`config.mk`:
```
export PLATFORM = sky130hd
export DESIGN_NAME = digitizer_readout_word_parser_core
export DESIGN_NICKNAME = d
export VERILOG_FILES = /design/src/hw/rtl/dwp_pkg.sv /design/src/hw/rtl/digitizer_readout_word_parser_core.sv /design/src/hw/rtl/dwp_parser.sv
export SDC_FILE = /design/constraint.sdc
export NUM_CORES = 1
export LEC_CHECK = 0
export BUFFER_PORTS_ARGS = -buffer_cell sky130_fd_sc_hd__buf_4
export CORE_MARGIN = 2
export CORE_UTILIZATION = 55
export DETAILED_ROUTE_END_ITERATION = 7
export PLACE_DENSITY = 0.81
export SETUP_SLACK_MARGIN = 0.02
export SLEW_MARGIN = 20
export SYNTH_ARGS = -nofsm -noshare
export SYNTH_HDL_FRONTEND = slang
export SYNTH_SLANG_ARGS = --single-unit
```
`constraint.sdc`:
```
create_clock -name clk -period 11.24 [get_ports clk]
set_clock_uncertainty 0.05 [all_clocks]
set_input_delay 2.248 -clock clk [delete_from_list [all_inputs] [get_ports clk]]
set_output_delay 2.248 -clock clk [all_outputs]
set_load 0.05 [all_outputs]
```
`src/hw/rtl/dwp_pkg.sv`:
```
package dwp_pkg;

	localparam logic [7:0]  MAX_CHANNELS = 8'd16;
	localparam int          MAX_TRACE_SAMPLES = 4000;
	localparam int          PAIR_W = 11;
	localparam logic [PAIR_W-1:0] MAX_PAIRS = PAIR_W'(MAX_TRACE_SAMPLES / 2);

	localparam logic [11:0] ADDR_MARK   = 12'hADD;
	localparam logic [7:0]  HDR_MODULE  = 8'hFF;
	localparam logic [7:0]  HDR_CHANNEL = 8'hF0;
	localparam logic [7:0]  TRACE_MARK  = 8'h34;
	localparam logic [3:0]  HEAD_NIBBLE = 4'hA;
	localparam logic [4:0]  MPE_RESET   = 5'd1;

	typedef enum logic [1:0] {
		KIND_HIT      = 2'd0,
		KIND_SAMPLE   = 2'd1,
		KIND_BAD_HEAD = 2'd2,
		KIND_END      = 2'd3
	} kind_t;

	typedef enum logic [14:0] {
		PH_IDLE     = 15'b000000000000001,
		PH_IDLE_END = 15'b000000000000010,
		PH_HEADER   = 15'b000000000000100,
		PH_SIZE     = 15'b000000000001000,
		PH_SKIP     = 15'b000000000010000,
		PH_CH_HDR   = 15'b000000000100000,
		PH_CH_TSLO  = 15'b000000001000000,
		PH_CH_EN    = 15'b000000010000000,
		PH_CH_SPARE = 15'b000000100000000,
		PH_CH_SKIP  = 15'b000001000000000,
		PH_TR_HDR   = 15'b000010000000000,
		PH_TR_SIZE  = 15'b000100000000000,
		PH_TR_HEAD  = 15'b001000000000000,
		PH_TR_DATA  = 15'b010000000000000,
		PH_TR_TAIL  = 15'b100000000000000
	} phase_t;

	typedef struct packed {
		logic [13:0] sample_b;
		logic [13:0] sample_a;
		logic [11:0] sample_index;
		logic [22:0] energy;
		logic [15:0] time_high;
		logic [31:0] time_low;
		logic [7:0]  channel;
		logic [7:0]  board;
		kind_t       kind;
	} result_t;

endpackage

```
`src/hw/rtl/digitizer_readout_word_parser_core.sv`:
```
// Path: a result reaches the master side through the input register, then the
//   parse logic into the output register.
// Throughput: one word per cycle; the input register holds its word only while a
//   result waits on the master side and m_axis_tready is low.
// Reset (arst_n low, asynchronous): parser idle, parser state cleared,
//   modules_per_event and the parser's module count = 1, no result pending.
module digitizer_readout_word_parser_core (
	input  logic         clk,
	input  logic         arst_n,
	input  logic         s_axis_tvalid,
	output logic         s_axis_tready,
	input  logic [31:0]  s_axis_tdata,   // [31:0] word
	output logic         m_axis_tvalid,
	input  logic         m_axis_tready,
	// [7:0] board, [15:8] channel, [47:16] time_low, [63:48] time_high,
	// [86:64] energy, [98:87] sample_index, [112:99] sample_a,
	// [126:113] sample_b, [127] zero
	output logic [127:0] m_axis_tdata,
	output logic [1:0]   m_axis_tuser,   // [1:0] kind
	input  logic         cfg_valid,
	output logic         cfg_ready,
	input  logic [4:0]   cfg_data        // modules_per_event
);
	import dwp_pkg::*;

	logic        in_valid_s1;
	logic [31:0] word_s1;
	logic        out_valid_s2;
	result_t     res_s2;
	logic [4:0]  mpe_q;
	logic        step;
	logic        res_valid;
	result_t     res;

	assign step          = in_valid_s1 && (!out_valid_s2 || m_axis_tready);
	assign s_axis_tready = !in_valid_s1 || step;
	assign cfg_ready     = 1'b1;

	always_ff @(posedge clk or negedge arst_n) begin
		if (!arst_n) begin
			mpe_q <= MPE_RESET;
		end else if (cfg_valid) begin
			mpe_q <= cfg_data;
		end
	end

	always_ff @(posedge clk or negedge arst_n) begin
		if (!arst_n) begin
			in_valid_s1 <= 1'b0;
		end else if (s_axis_tready) begin
			in_valid_s1 <= s_axis_tvalid;
		end
	end

	always_ff @(posedge clk) begin
		if (s_axis_tvalid && s_axis_tready) begin
			word_s1 <= s_axis_tdata;
		end
	end

	dwp_parser u_parser (
		.clk               (clk),
		.arst_n            (arst_n),
		.step              (step),
		.word              (word_s1),
		.modules_per_event (mpe_q),
		.res_valid         (res_valid),
		.res               (res)
	);

	always_ff @(posedge clk or negedge arst_n) begin
		if (!arst_n) begin
			out_valid_s2 <= 1'b0;
		end else if (step && res_valid) begin
			out_valid_s2 <= 1'b1;
		end else if (m_axis_tready) begin
			out_valid_s2 <= 1'b0;
		end
	end

	always_ff @(posedge clk) begin
		if (step && res_valid) begin
			res_s2 <= res;
		end
	end

	assign m_axis_tvalid = out_valid_s2;
	assign m_axis_tuser  = res_s2.kind;
	assign m_axis_tdata  = {1'b0, res_s2.sample_b, res_s2.sample_a, res_s2.sample_index,
		res_s2.energy, res_s2.time_high, res_s2.time_low, res_s2.channel, res_s2.board};

endmodule

```
`src/hw/rtl/dwp_parser.sv`:
```
module dwp_parser (
	input  logic              clk,
	input  logic              arst_n,
	input  logic              step,
	input  logic [31:0]       word,
	input  logic [4:0]        modules_per_event,
	output logic              res_valid,
	output dwp_pkg::result_t  res
);
	import dwp_pkg::*;

	phase_t      phase_q, phase_d;
	logic [7:0]  board_q, board_d;
	logic        known_q, known_d;
	logic [7:0]  total_q, total_d;
	logic [7:0]  slot_q, slot_d;
	logic [4:0]  ml_q, ml_d;
	logic [2:0]  skip_q, skip_d;
	logic [7:0]  hchan_q, hchan_d;
	logic [31:0] htlo_q, htlo_d;
	logic [15:0] hthi_q, hthi_d;
	logic [11:0] sleft_q, sleft_d;
	logic [11:0] spos_q, spos_d;

	logic [7:0]  slot_inc;
	logic        more;
	logic [4:0]  ml_dec;
	logic        sec_end;
	phase_t      sec_phase;
	logic [7:0]  next_slot;
	logic [2:0]  skip_dec;
	logic [27:0] q4;
	logic [29:0] q2;
	logic [PAIR_W-1:0] pairs;
	logic [4:0]  ml_load;
	phase_t      ch_phase;

	assign slot_inc  = slot_q + 8'd1;
	assign more      = slot_inc < total_q;
	assign next_slot = more ? slot_inc : 8'd0;
	assign ml_dec    = ml_q - 5'd1;
	assign sec_end   = !more && (ml_dec == 5'd0);
	assign sec_phase = more ? PH_TR_HDR : (sec_end ? PH_IDLE : PH_HEADER);
	assign skip_dec  = skip_q - 3'd1;
	assign q4        = word[31:4];
	assign q2        = word[31:2];
	assign ml_load   = (modules_per_event != 5'd0) ? modules_per_event : 5'd1;
	assign ch_phase  = known_q ? PH_CH_TSLO : PH_CH_SKIP;

	always_comb begin
		if (q2 > 30'(MAX_PAIRS) + 30'd2) begin
			pairs = MAX_PAIRS;
		end else if (q2 > 30'd2) begin
			pairs = PAIR_W'(q2 - 30'd2);
		end else begin
			pairs = '0;
		end
	end

	always_comb begin
		phase_d = phase_q;
		board_d = board_q;
		known_d = known_q;
		total_d = total_q;
		slot_d  = slot_q;
		ml_d    = ml_q;
		skip_d  = skip_q;
		hchan_d = hchan_q;
		htlo_d  = htlo_q;
		hthi_d  = hthi_q;
		sleft_d = sleft_q;
		spos_d  = spos_q;
		res_valid = 1'b0;
		res       = '0;
		res.board = board_q;
		res.kind  = KIND_END;

		unique case (phase_q)
			PH_HEADER: begin
				if (word[31:24] == HDR_MODULE) begin
					board_d = word[23:16];
					known_d = 1'b1;
					phase_d = PH_SIZE;
				end else if (word[31:24] == HDR_CHANNEL && total_q != 8'd0) begin
					slot_d  = 8'd0;
					hchan_d = word[23:16];
					hthi_d  = word[15:0];
					skip_d  = 3'd3;
					phase_d = ch_phase;
				end else begin
					phase_d = PH_HEADER;
				end
			end
			PH_SIZE: begin
				if (q4 == 28'd0) begin
					total_d = 8'd0;
				end else if (q4 > 28'(MAX_CHANNELS) + 28'd1) begin
					total_d = MAX_CHANNELS;
				end else begin
					total_d = 8'(q4 - 28'd1);
				end
				if (q4 == 28'd1) begin
					ml_d = ml_dec;
				end
				skip_d  = 3'd4;
				phase_d = PH_SKIP;
			end
			PH_SKIP: begin
				skip_d = skip_dec;
				if (skip_dec == 3'd0) begin
					if (ml_q == 5'd0) begin
						res_valid = 1'b1;
						phase_d   = PH_IDLE;
					end else begin
						phase_d = PH_HEADER;
					end
				end
			end
			PH_CH_HDR: begin
				hchan_d = word[23:16];
				hthi_d  = word[15:0];
				skip_d  = 3'd3;
				phase_d = ch_phase;
			end
			PH_CH_TSLO: begin
				htlo_d  = word;
				phase_d = PH_CH_EN;
			end
			PH_CH_EN: begin
				res_valid     = 1'b1;
				res.kind      = KIND_HIT;
				res.channel   = hchan_q;
				res.time_low  = htlo_q;
				res.time_high = hthi_q;
				res.energy    = word[23] ? 23'd0 : word[22:0];
				phase_d       = PH_CH_SPARE;
			end
			PH_CH_SPARE: begin
				slot_d  = next_slot;
				phase_d = more ? PH_CH_HDR : PH_TR_HDR;
			end
			PH_CH_SKIP: begin
				skip_d = skip_dec;
				if (skip_dec == 3'd0) begin
					slot_d  = next_slot;
					phase_d = more ? PH_CH_HDR : PH_TR_HDR;
				end
			end
			PH_TR_HDR: begin
				if (word[7:0] == TRACE_MARK) begin
					phase_d = PH_TR_SIZE;
				end else begin
					slot_d    = next_slot;
					ml_d      = more ? ml_q : ml_dec;
					phase_d   = sec_phase;
					res_valid = sec_end;
				end
			end
			PH_TR_SIZE: begin
				sleft_d = {pairs, 1'b0};
				phase_d = PH_TR_HEAD;
			end
			PH_TR_HEAD: begin
				if (word[31:28] != HEAD_NIBBLE) begin
					res_valid   = 1'b1;
					res.kind    = KIND_BAD_HEAD;
					res.channel = slot_q;
					slot_d      = next_slot;
					ml_d        = more ? ml_q : ml_dec;
					phase_d     = sec_end ? PH_IDLE_END : sec_phase;
				end else begin
					spos_d  = 12'd0;
					phase_d = (sleft_q != 12'd0) ? PH_TR_DATA : PH_TR_TAIL;
				end
			end
			PH_TR_DATA: begin
				res_valid        = 1'b1;
				res.kind         = KIND_SAMPLE;
				res.channel      = slot_q;
				res.sample_index = spos_q;
				res.sample_a     = word[13:0];
				res.sample_b     = word[29:16];
				spos_d           = spos_q + 12'd2;
				sleft_d          = (sleft_q >= 12'd2) ? sleft_q - 12'd2 : 12'd0;
				if (sleft_q <= 12'd2) begin
					phase_d = PH_TR_TAIL;
				end
			end
			PH_TR_TAIL: begin
				slot_d    = next_slot;
				ml_d      = more ? ml_q : ml_dec;
				phase_d   = sec_phase;
				res_valid = sec_end;
			end
			default: begin
				// idle, and idle after a bad head that closed the event
				res_valid = (phase_q == PH_IDLE_END);
				if (word[31:20] == ADDR_MARK) begin
					phase_d = PH_IDLE;
				end else begin
					known_d = 1'b0;
					board_d = 8'd0;
					total_d = 8'd0;
					slot_d  = 8'd0;
					ml_d    = ml_load;
					if (word[31:24] == HDR_MODULE) begin
						board_d = word[23:16];
						known_d = 1'b1;
						phase_d = PH_SIZE;
					end else begin
						phase_d = PH_HEADER;
					end
				end
			end
		endcase
	end

	always_ff @(posedge clk or negedge arst_n) begin
		if (!arst_n) begin
			phase_q <= PH_IDLE;
			board_q <= '0;
			known_q <= 1'b0;
			total_q <= '0;
			slot_q  <= '0;
			ml_q    <= MPE_RESET;
			skip_q  <= '0;
			hchan_q <= '0;
			htlo_q  <= '0;
			hthi_q  <= '0;
			sleft_q <= '0;
			spos_q  <= '0;
		end else if (step) begin
			phase_q <= phase_d;
			board_q <= board_d;
			known_q <= known_d;
			total_q <= total_d;
			slot_q  <= slot_d;
			ml_q    <= ml_d;
			skip_q  <= skip_d;
			hchan_q <= hchan_d;
			htlo_q  <= htlo_d;
			hthi_q  <= hthi_d;
			sleft_q <= sleft_d;
			spos_q  <= spos_d;
		end
	end

endmodule

```
==> impl_metrics.toml, run 1 <==
[outcome]
status = "finished clean"

[timing]
slew_headroom_pct = 28.0
fin_crit_sh_pct = 45.0
fin_crit_ns = 5.06
clock.fmax_ghz = 0.198
drv_slew = 0
hold_slack_ns = 0.407
setup_tns_ns = 0
timing_hold_violations_final = 0
rsz0062_at_grt = "false"
tightest_slew_ns = 1.08
finalSetupViolations = 0

[clock_network]
cts_setup_buffers = 0
insertion_delay_ns = 0.54
postCtsHoldBufs = 0
root_buffer = "clkbuf_16"
cts_tree = "done"
h-tree-depth = 1
cts_buffers = 29
clk_pin_slew_ns = 0.06
max-clock-path-buffers = 3
cts-resized-gates = 0
cts.sinks = 293

[synthesis]
ys.flop_type = "edfxtp_1"
synth-edff-count = 160
synthArstFlopShare_pct = 45.4
synth_seq_area_share_pct = 62.3
yosysTopAreaCellShare_pct = 36.8
yosys.area.top_type = "edfxtp_1"
syn-cell-area_um2 = 13100
yosysUniqueCellTypes = 75
synth_cells = 1027
yosysWarnings = 0
ys_top_cells_by_area = "edfxtp_1, dfrtp_1, and2_1, mux2_2, o21ai_0"
postSynthAreaPerCell_um2 = 12.7
synth-seq-cells = 293

[floorplanning]
die_h_um = 158
die_area_um2 = 25000
start_util_pct = 55.8
rows = 56
fp.dieW_um = 158
core_um2 = 23400
ios = 175

[setup_path]
critPathMaxStageDelay_ns = 0.21
slowest_stage = "buf_4"
cp-start-kind = "primary input"
critPathKind = "in -> out"
cp.arrival_ns = 2.76
crit_chain = "buf_4 -> nand3b_1 -> buf_4"
cp_common_cell = "buf_4"
end_kind = "output port"
crit_path_max_fanout = 3
worstPathRequired_ns = 8.94

[routing]
wl_per_cell_um = 19.0
wl_met2_um = 14000
drt-vias-per-instance = 5.70
wl_um = 29000
wl_met3_um = 2110
drc = 0
drt-met1-wl_um = 12300
top_layer = "met4"
dr.pass1.iters = 6
first_iter_violations = 623
num_vias = 8717
postRouteAntennaNets = 0

[layout]
final_common_cell = "buf_4"
drive_above_1_share_pct = 26.4
finalNetCount = 1249
post-route-util_pct = 66.2
finalNonFillerCells = 1529
final_cell_mix = "buf_4, edfxtp_1, dfrtp_1"
fillers = 1757
syn2layout_area_growth_pct = 18.7
antenna_cells = 0

[grt]
overflow = 0
track_usage_pct = 23.1
grt_pass1_vias = 8271
grt_pass1_wl_um = 45200
antenna_found_initial = 0
grt_max_degree = 87

[pwr]
p_per_area_nw_per_um2 = 144
power_uw = 2230
ir_worst_vdd_mv = 0.119
leakagePower_uw = 0.00624

[worst_hold_path]
worstHoldPathType = "reg -> reg"

[placement]
io_buffers = 171
hpwl_um = 19200
placed_cells = 1475
gp_congestion = 0.947

[job]
maxCapViolations = 0
-- flip-flops by register name, indices dropped and copies added (netlist names), 3 cells and up --
signal            cells
u_parser.sleft_q     11
m_axis_tdata        126
u_parser.slot_q       8
u_parser.hchan_q      8
u_parser.spos_q      11
u_parser.total_q      8
word_s1              32
u_parser.skip_q       3
u_parser.board_q      8
u_parser.htlo_q      32
u_parser.hthi_q      16
u_parser.ml_q         5
u_parser.phase_q     15
mpe_q                 5
-- power by group --
part	total [uW]	internal, uW	switching [uW]
clock network	957	556	401
registers	1180	1150	31.7
logic	90.7	35.6	55.2
-- final cells by class --
| class | instances | area (um2) | area share [%] |
|---|---|---|---|
| flip-flops and latches | 293 | 8140 | 52.5 |
| multi-input cells | 659 | 4580 | 29.5 |
| repair buffers | 178 | 1340 | 8.64 |
| clock buffers | 40 | 817 | 5.27 |
| well taps | 319 | 399 | 2.57 |
| clock inverters | 14 | 138 | 0.888 |
| inverters | 26 | 97.6 | 0.629 |
-- layer usage --
| metal | vias to the layer above | track usage, % |
|---|---|---|
| met4 | 0 | 5.36 |
| met3 | 46 | 3.78 |
| met5 | - | 0 |
| li1 | 4039 | - |
| met1 | 4301 | 32.6 |
| met2 | 331 | 38.1 |
-- critical path: cells and delay by family --
| family | cells | cell delay (ns) |
|---|---|---|
| AND/OR/NAND/NOR | 1 | 0.19 |
| buffers and inverters | 2 | 0.32 |
-- path summary, 6_finish.rpt --
path	from	endpoint	slack, ns	depth (start not counted)
max	m_axis_tready	s_axis_tready	6.18	3
min	u_parser.board_q[0]	m_axis_tdata[0]	0.41	0
max reg2reg	u_parser.slot_q[0]	m_axis_tdata[1]	6.39	14
min reg2reg	u_parser.board_q[0]	m_axis_tdata[0]	0.41	0
max in group asynchronous	arst_n	u_parser.spos_q[9]	8.13	2
min in group asynchronous	arst_n	u_parser.ml_q[1]	1.67	1
-- cell usage after synthesis (3+ instances only) --
cell      count
edfxtp_1    160
dfrtp_1     130
and2_1      107
nand2_1      69
o21ai_0      55
nor2_1       54
mux2_2       46
a21oi_1      26
inv_1        26
clkbuf_1     23
nor3_1       23
nand3_1      22
ha_1         20
a22o_1       19
buf_2        18
mux2_4       18
nand2b_1     16
xor2_1       16
nor4_1       14
nand4_1      12
xnor2_1      11
a21o_1        9
and3_1        8
or3_1         8
and4_1        6
nor4b_1       6
o31ai_1       6
or4_1         6
a31oi_1       5
nor2b_1       5
o21a_1        5
mux2i_1       4
nor4_2        4
or2_2         4
a221oi_1      3
buf_4         3
buf_6         3
dfstp_2       3
nor3_2        3
o21ai_1       3
-- metrics by stage --
step	setup slack [ns]	instance area, um2
finish	6.18	15500
global route	6.05	15500
CTS	6.18	15500
detailed placement	6.10	14500
global placement	6.18	14500
floorplan	2.59	13100
-- kinds of logic after synthesis --
kind of cell,after synthesis,share of synthesized area (%)
buffers and inverters,76,2.83
muxes,68,6.34
AOI/OAI and AO/OA,158,8.02
adders and majority gates,20,1.92
xor gates and xnor gates,27,1.81
other,2,0.0575
DFF,293,62.3
and+or+nand+nor,383,16.7
Note: power is estimated with default switching activity, not from simulation.
==> inputs of run 2 (changes only) <==
--- a/config.mk
+++ b/config.mk
@@ -5,9 +5,10 @@
 export SDC_FILE = /design/constraint.sdc
 export NUM_CORES = 1
 export LEC_CHECK = 0
+export ABC_AREA = 1
 export BUFFER_PORTS_ARGS = -buffer_cell sky130_fd_sc_hd__buf_4
 export CORE_MARGIN = 2
-export CORE_UTILIZATION = 55
+export CORE_UTILIZATION = 53
 export DETAILED_ROUTE_END_ITERATION = 7
 export PLACE_DENSITY = 0.81
 export SETUP_SLACK_MARGIN = 0.02
==> constraint.sdc (replaced) <==
create_clock -name clk -period 4.1 [get_ports clk]
set_clock_uncertainty 0.05 [all_clocks]
set_input_delay 0.82 -clock clk [delete_from_list [all_inputs] [get_ports clk]]
set_output_delay 0.82 -clock clk [all_outputs]
set_load 0.05 [all_outputs]
==> impl_metrics.toml, run 2 <==
[outcome]
status = "finished clean"

[clock_network]
max-clock-path-buffers = 3
insertion_delay_ns = 0.56
postCtsHoldBufs = 0
cts.sinks = 293
cts_tree = "done"
clk_pin_slew_ns = 0.07
h-tree-depth = 1
cts_setup_buffers = 0
root_buffer = "clkbuf_16"
cts_buffers = 30
cts-resized-gates = 0

[synthesis]
synthArstFlopShare_pct = 45.4
postSynthAreaPerCell_um2 = 9.51
synth-edff-count = 160
ys.flop_type = "edfxtp_1"
synth_most_common_cell = "nand2_1"
synth-seq-cells = 293
yosysWarnings = 0
syn-cell-area_um2 = 13800
yosysTopAreaCellShare_pct = 34.8
yosysUniqueCellTypes = 49
yosys-top-cells-count = "nand2_1, nor2_1, inv_1, edfxtp_1, dfrtp_1"
synth_cells = 1451
yosys.area.top_type = "edfxtp_1"
synth_seq_area_share_pct = 59.0
ys_top_cells_by_area = "edfxtp_1, dfrtp_1, nand2_1, nor2_1, inv_1"

[floorplanning]
die_h_um = 165
rows = 59
ios = 175
fp.dieW_um = 165
die_area_um2 = 27300
start_util_pct = 53.4
core_um2 = 25800

[pwr]
ir_worst_vdd_mv = 0.511
p_per_area_nw_per_um2 = 679
power_uw = 11200
leakagePower_uw = 0.00762

[routing]
num_vias = 10800
postRouteAntennaNets = 0
drc = 0
drt-vias-per-instance = 5.39
wl_um = 34900
wl_per_cell_um = 17.5
dr.pass1.iters = 5
first_iter_violations = 1279

[placement]
dpl_cell_area_um2 = 15500
pre_cts_ws_ns = 0.646
gp_congestion = 0.942
placed_cells = 1939
hpwl_um = 24700
io_buffers = 171

[grt]
track_usage_pct = 25.7
antenna_found_initial = 0
overflow = 0
grt_max_degree = 80
grt_pass1_vias = 10200
grt_pass1_wl_um = 54000

[worst_hold_path]
worstHoldPathType = "in -> async"

[timing]
drv_slew = 0
fin_crit_ns = 3.52
slew_headroom_pct = 38.5
setup_slack_ns = 0.585
timing_hold_violations_final = 0
tightest_slew_ns = 0.919
finalSetupViolations = 0
rsz0062_at_grt = "false"
fin_crit_sh_pct = 85.7
clock.fmax_ghz = 0.284

[setup_path]
crit_path_max_fanout = 19
cp.arrival_ns = 3.75
critPathKind = "reg -> reg"
cp-start-kind = "register"
end_kind = "register"
worstPathRequired_ns = 4.34

[layout]
post-route-util_pct = 63.8
drive_above_1_share_pct = 19.6
finalNetCount = 1698
largest_register_ffs = 126
final_common_cell = "nand2_1"
syn2layout_area_growth_pct = 19.4
antenna_cells = 0
fillers = 1983
fin_area_um2 = 16500
final_cell_mix = "nand2_1, nor2_1, inv_1"
finalNonFillerCells = 1995

[job]
maxCapViolations = 0
==> run 2: path summary, 6_finish.rpt <==
path / slack, ns / cells past startpoint / endpoint / from
setup / recovery: 0.58 / 17 / m_axis_tdata[72] / u_parser.slot_q[2]
hold / removal: 0.25 / 1 / u_parser.spos_q[10] / arst_n
setup reg to reg: 0.58 / 17 / m_axis_tdata[72] / u_parser.slot_q[2]
hold reg to reg: 0.41 / 0 / m_axis_tdata[6] / u_parser.board_q[6]
max in group asynchronous: 2.90 / 2 / mpe_q[0] / arst_n
min in group clk: 0.39 / 1 / word_s1[23] / s_axis_tdata[23]
==> run 2: kinds of logic after synthesis <==
kind of cell               synth area share [%]
AOI/OAI and AO/OA                          6.22
muxes                                    0.0816
DFF                                        59.0
other                                    0.0544
buffers and inverters                      7.36
and+or+nand+nor                            23.7
xor gates and xnor gates                   1.78
adders and majority gates                  1.81
==> run 2: report_power, final <==
| group | total, uW | leakage, uW | switching, uW | internal [uW] |
|---|---|---|---|---|
| clock network | 2770 | 0.000494 | 1140 | 1630 |
| registers | 4320 | 0.00322 | 345 | 3980 |
| logic | 4100 | 0.00391 | 2980 | 1120 |
==> run 2: metal layers <==
metal	up-vias	wire (um)	track usage (%)
li1	5097	-	-
met1	5153	14400	34.3
met2	426	17000	43.8
met3	81	2360	3.32
met4	0	1110	8.39
met5	-	0	0
==> run 2: cell type report <==
class | instances | area, um2 | share of cell area [%]
Clock buffer | 40 | 840 | 5.10
Clock inverter | 16 | 166 | 1.01
Inverter | 207 | 783 | 4.76
Multi-Input combinational cell | 914 | 4670 | 28.4
Sequential cell | 293 | 8140 | 49.4
Tap cell | 335 | 419 | 2.54
Timing Repair Buffer | 190 | 1460 | 8.83
==> run 2: metrics by stage <==
| step | hold WS [ns] | setup TNS (ns) |
|---|---|---|
| 2_1_floorplan | 0.375 | -19.59 |
| 3_3_place_gp | 0.387 | 0 |
| 5_1_grt | 0.308 | 0 |
| 3_5_place_dp | 0.389 | 0 |
| 4_1_cts | 0.289 | 0 |
| 6_report | 0.250 | 0 |
==> run 2: critical path, cell delays in order, from the launching register on <==
cell        delay (ns)
dfrtp_1           0.39
inv_1             0.09
nor3_2            0.27
nand3_1           0.15
nor2_2            0.14
nand3_1           0.09
nand2_1           0.09
inv_1             0.04
ha_1              0.29
a21oi_1           0.17
nand2_1           0.09
inv_1             0.07
nand2_2           0.10
nand3_2           0.11
nand3_2           0.08
nand3_2           0.10
clkinvlp_4        0.49
buf_4             0.42
==> inputs of run 3 (changes only) <==
--- a/config.mk
+++ b/config.mk
@@ -7,6 +7,7 @@
 export LEC_CHECK = 0
 export ABC_AREA = 1
 export BUFFER_PORTS_ARGS = -buffer_cell sky130_fd_sc_hd__buf_4
+export CORE_ASPECT_RATIO = 1.1
 export CORE_MARGIN = 2
 export CORE_UTILIZATION = 53
 export DETAILED_ROUTE_END_ITERATION = 7
==> impl_metrics.toml, run 3 (synthesized netlist as in run 2, its figures left out) <==
[grt]
overflow = 0
track_usage_pct = 25.1
grt_max_degree = 93
antenna_found_initial = 2
grt_pass1_wl_um = 54000
grt_pass1_vias = 10300

[timing]
slew_headroom_pct = 37.3
setup_slack_ns = 0.893
timing_hold_violations_final = 0
finalSetupViolations = 0
drv_slew = 0
rsz0062_at_grt = "false"
hold_slack_ns = 0.243
fin_crit_ns = 3.21
fin_crit_sh_pct = 78.2
tightest_slew_ns = 0.938
clock.fmax_ghz = 0.312

[pwr]
seqPwrFrac_pct = 39.0
p_per_area_nw_per_um2 = 678
ir_worst_vdd_mv = 0.350
p_clk_share_pct = 24.8
p_comb_share_pct = 36.2
leakagePower_uw = 0.00755
p_int_uw = 6640
switching_share_pct = 40.3
power.switching_uw = 4480

[floorplanning]
start_util_pct = 54.3
die_area_um2 = 27300
die_h_um = 173
fp.dieW_um = 158
ios = 175
rows = 61
core_um2 = 25400

[clock_network]
insertion_delay_ns = 0.57
cts_buffers = 31
cts_setup_buffers = 0
cts-resized-gates = 0
postCtsHoldBufs = 0
cts_tree = "done"
cts.sinks = 293
root_buffer = "clkbuf_16"
h-tree-depth = 1
max-clock-path-buffers = 3
clk_pin_slew_ns = 0.06

[setup_path]
critPathKind = "reg -> reg"
crit_start = "u_parser.phase_q[4]"
cp-start-kind = "register"
timing.rr.start = "u_parser.phase_q[4]"
cp.arrival_ns = 3.36
worstRegToRegCells = 12
crit_path_max_fanout = 44
end_kind = "register"
worstPathRequired_ns = 4.25

[worst_hold_path]
worstHoldPathType = "in -> async"

[routing]
drt-vias-per-instance = 5.32
wl_per_cell_um = 17.1
num_vias = 10600
postRouteAntennaNets = 0
drc = 0
first_iter_violations = 925
wl_um = 34200
dr.pass1.iters = 5

[placement]
io_buffers = 171
pre_cts_ws_ns = 0.920
placed_cells = 1941
hpwl_um = 24200
gp_congestion = 0.954

[layout]
final_common_cell = "nand2_1"
final_cell_mix = "nand2_1, nor2_1, inv_1"
finalNonFillerCells = 2001
syn2layout_area_growth_pct = 18.9
post-route-util_pct = 64.6
finalNetCount = 1690
largest_register_ffs = 126
drive_above_1_share_pct = 19.1

[job]
maxCapViolations = 0

[outcome]
status = "finished clean"
-- run 3: cell types whose count changed in the layout (fill, tap and decap cells not counted), sizes merged --
cell,change
diode,+2
clkinvlp,+3
buf,-9
inv,-1
clkbuf,+5
clkinv,-5
-- run 3: metrics by stage --
| step | TNS [ns] | area [um2] | power [uW] |
|---|---|---|---|
| after floorplan | -19.59 | 13800 | 7330 |
| after global placement | 0 | 15400 | 8290 |
| after detailed placement | 0 | 15400 | 8390 |
| after CTS | 0 | 16400 | 11200 |
| after global routing | 0 | 16400 | 11700 |
| final | 0 | 16400 | 11100 |
-- run 3: routing by layer --
metal	GRT usage, %	part of all wire [%]	vias to the layer above
met5	0	0	-
met1	33.7	41	5050
met3	3.58	7.1	73
met2	42.0	49	438
li1	-	-	5087
met4	8.48	3.2	0
-- run 3: power by group through the flow --
stage                     Sequential, uW  Clock, uW  Combinational (uW)
final                               4330       2760                4020
after global routing                4400       2920                4340
after global placement              4360          0                3930
after CTS                           4330       2790                4030
after detailed placement            4380          0                4010
after floorplan                     5540          0                1790
-- run 3: critical path, stage by stage (launching register included) --
cell and delay [ns]:
dfrtp_1 0.41, nor2_2 0.20, nand2_2 0.11, nor2_4 0.51
nand3_4 0.39, nand2_1 0.15, inv_1 0.09, nand2_1 0.07
nor2_1 0.06, nand3_2 0.07, nand3_2 0.09, clkinvlp_4 0.10
buf_4 0.46
-- run 3: final timing paths --
| kind | endpoint | slack, ns |
|---|---|---|
| max in group asynchronous | u_parser.phase_q[12] | 2.81 |
| worst min-delay path | u_parser.ml_q[1] | 0.24 |
| worst max-delay path | m_axis_tdata[116] | 0.89 |
| worst max register to register | m_axis_tdata[116] | 0.89 |
| min in group clk | word_s1[2] | 0.37 |
| worst min register to register | m_axis_tdata[6] | 0.40 |
-- run 3: area by class of cell --
cell class | instances | area (um2)
Antenna cell | 2 | 5.00
Clock inverter | 13 | 164
Clock buffer | 45 | 838
Timing Repair Buffer | 181 | 1380
Sequential cell | 293 | 8140
Tap cell | 346 | 433
Inverter | 207 | 783
Multi-Input combinational cell | 914 | 4670
Fill cell | 1982 | 9010
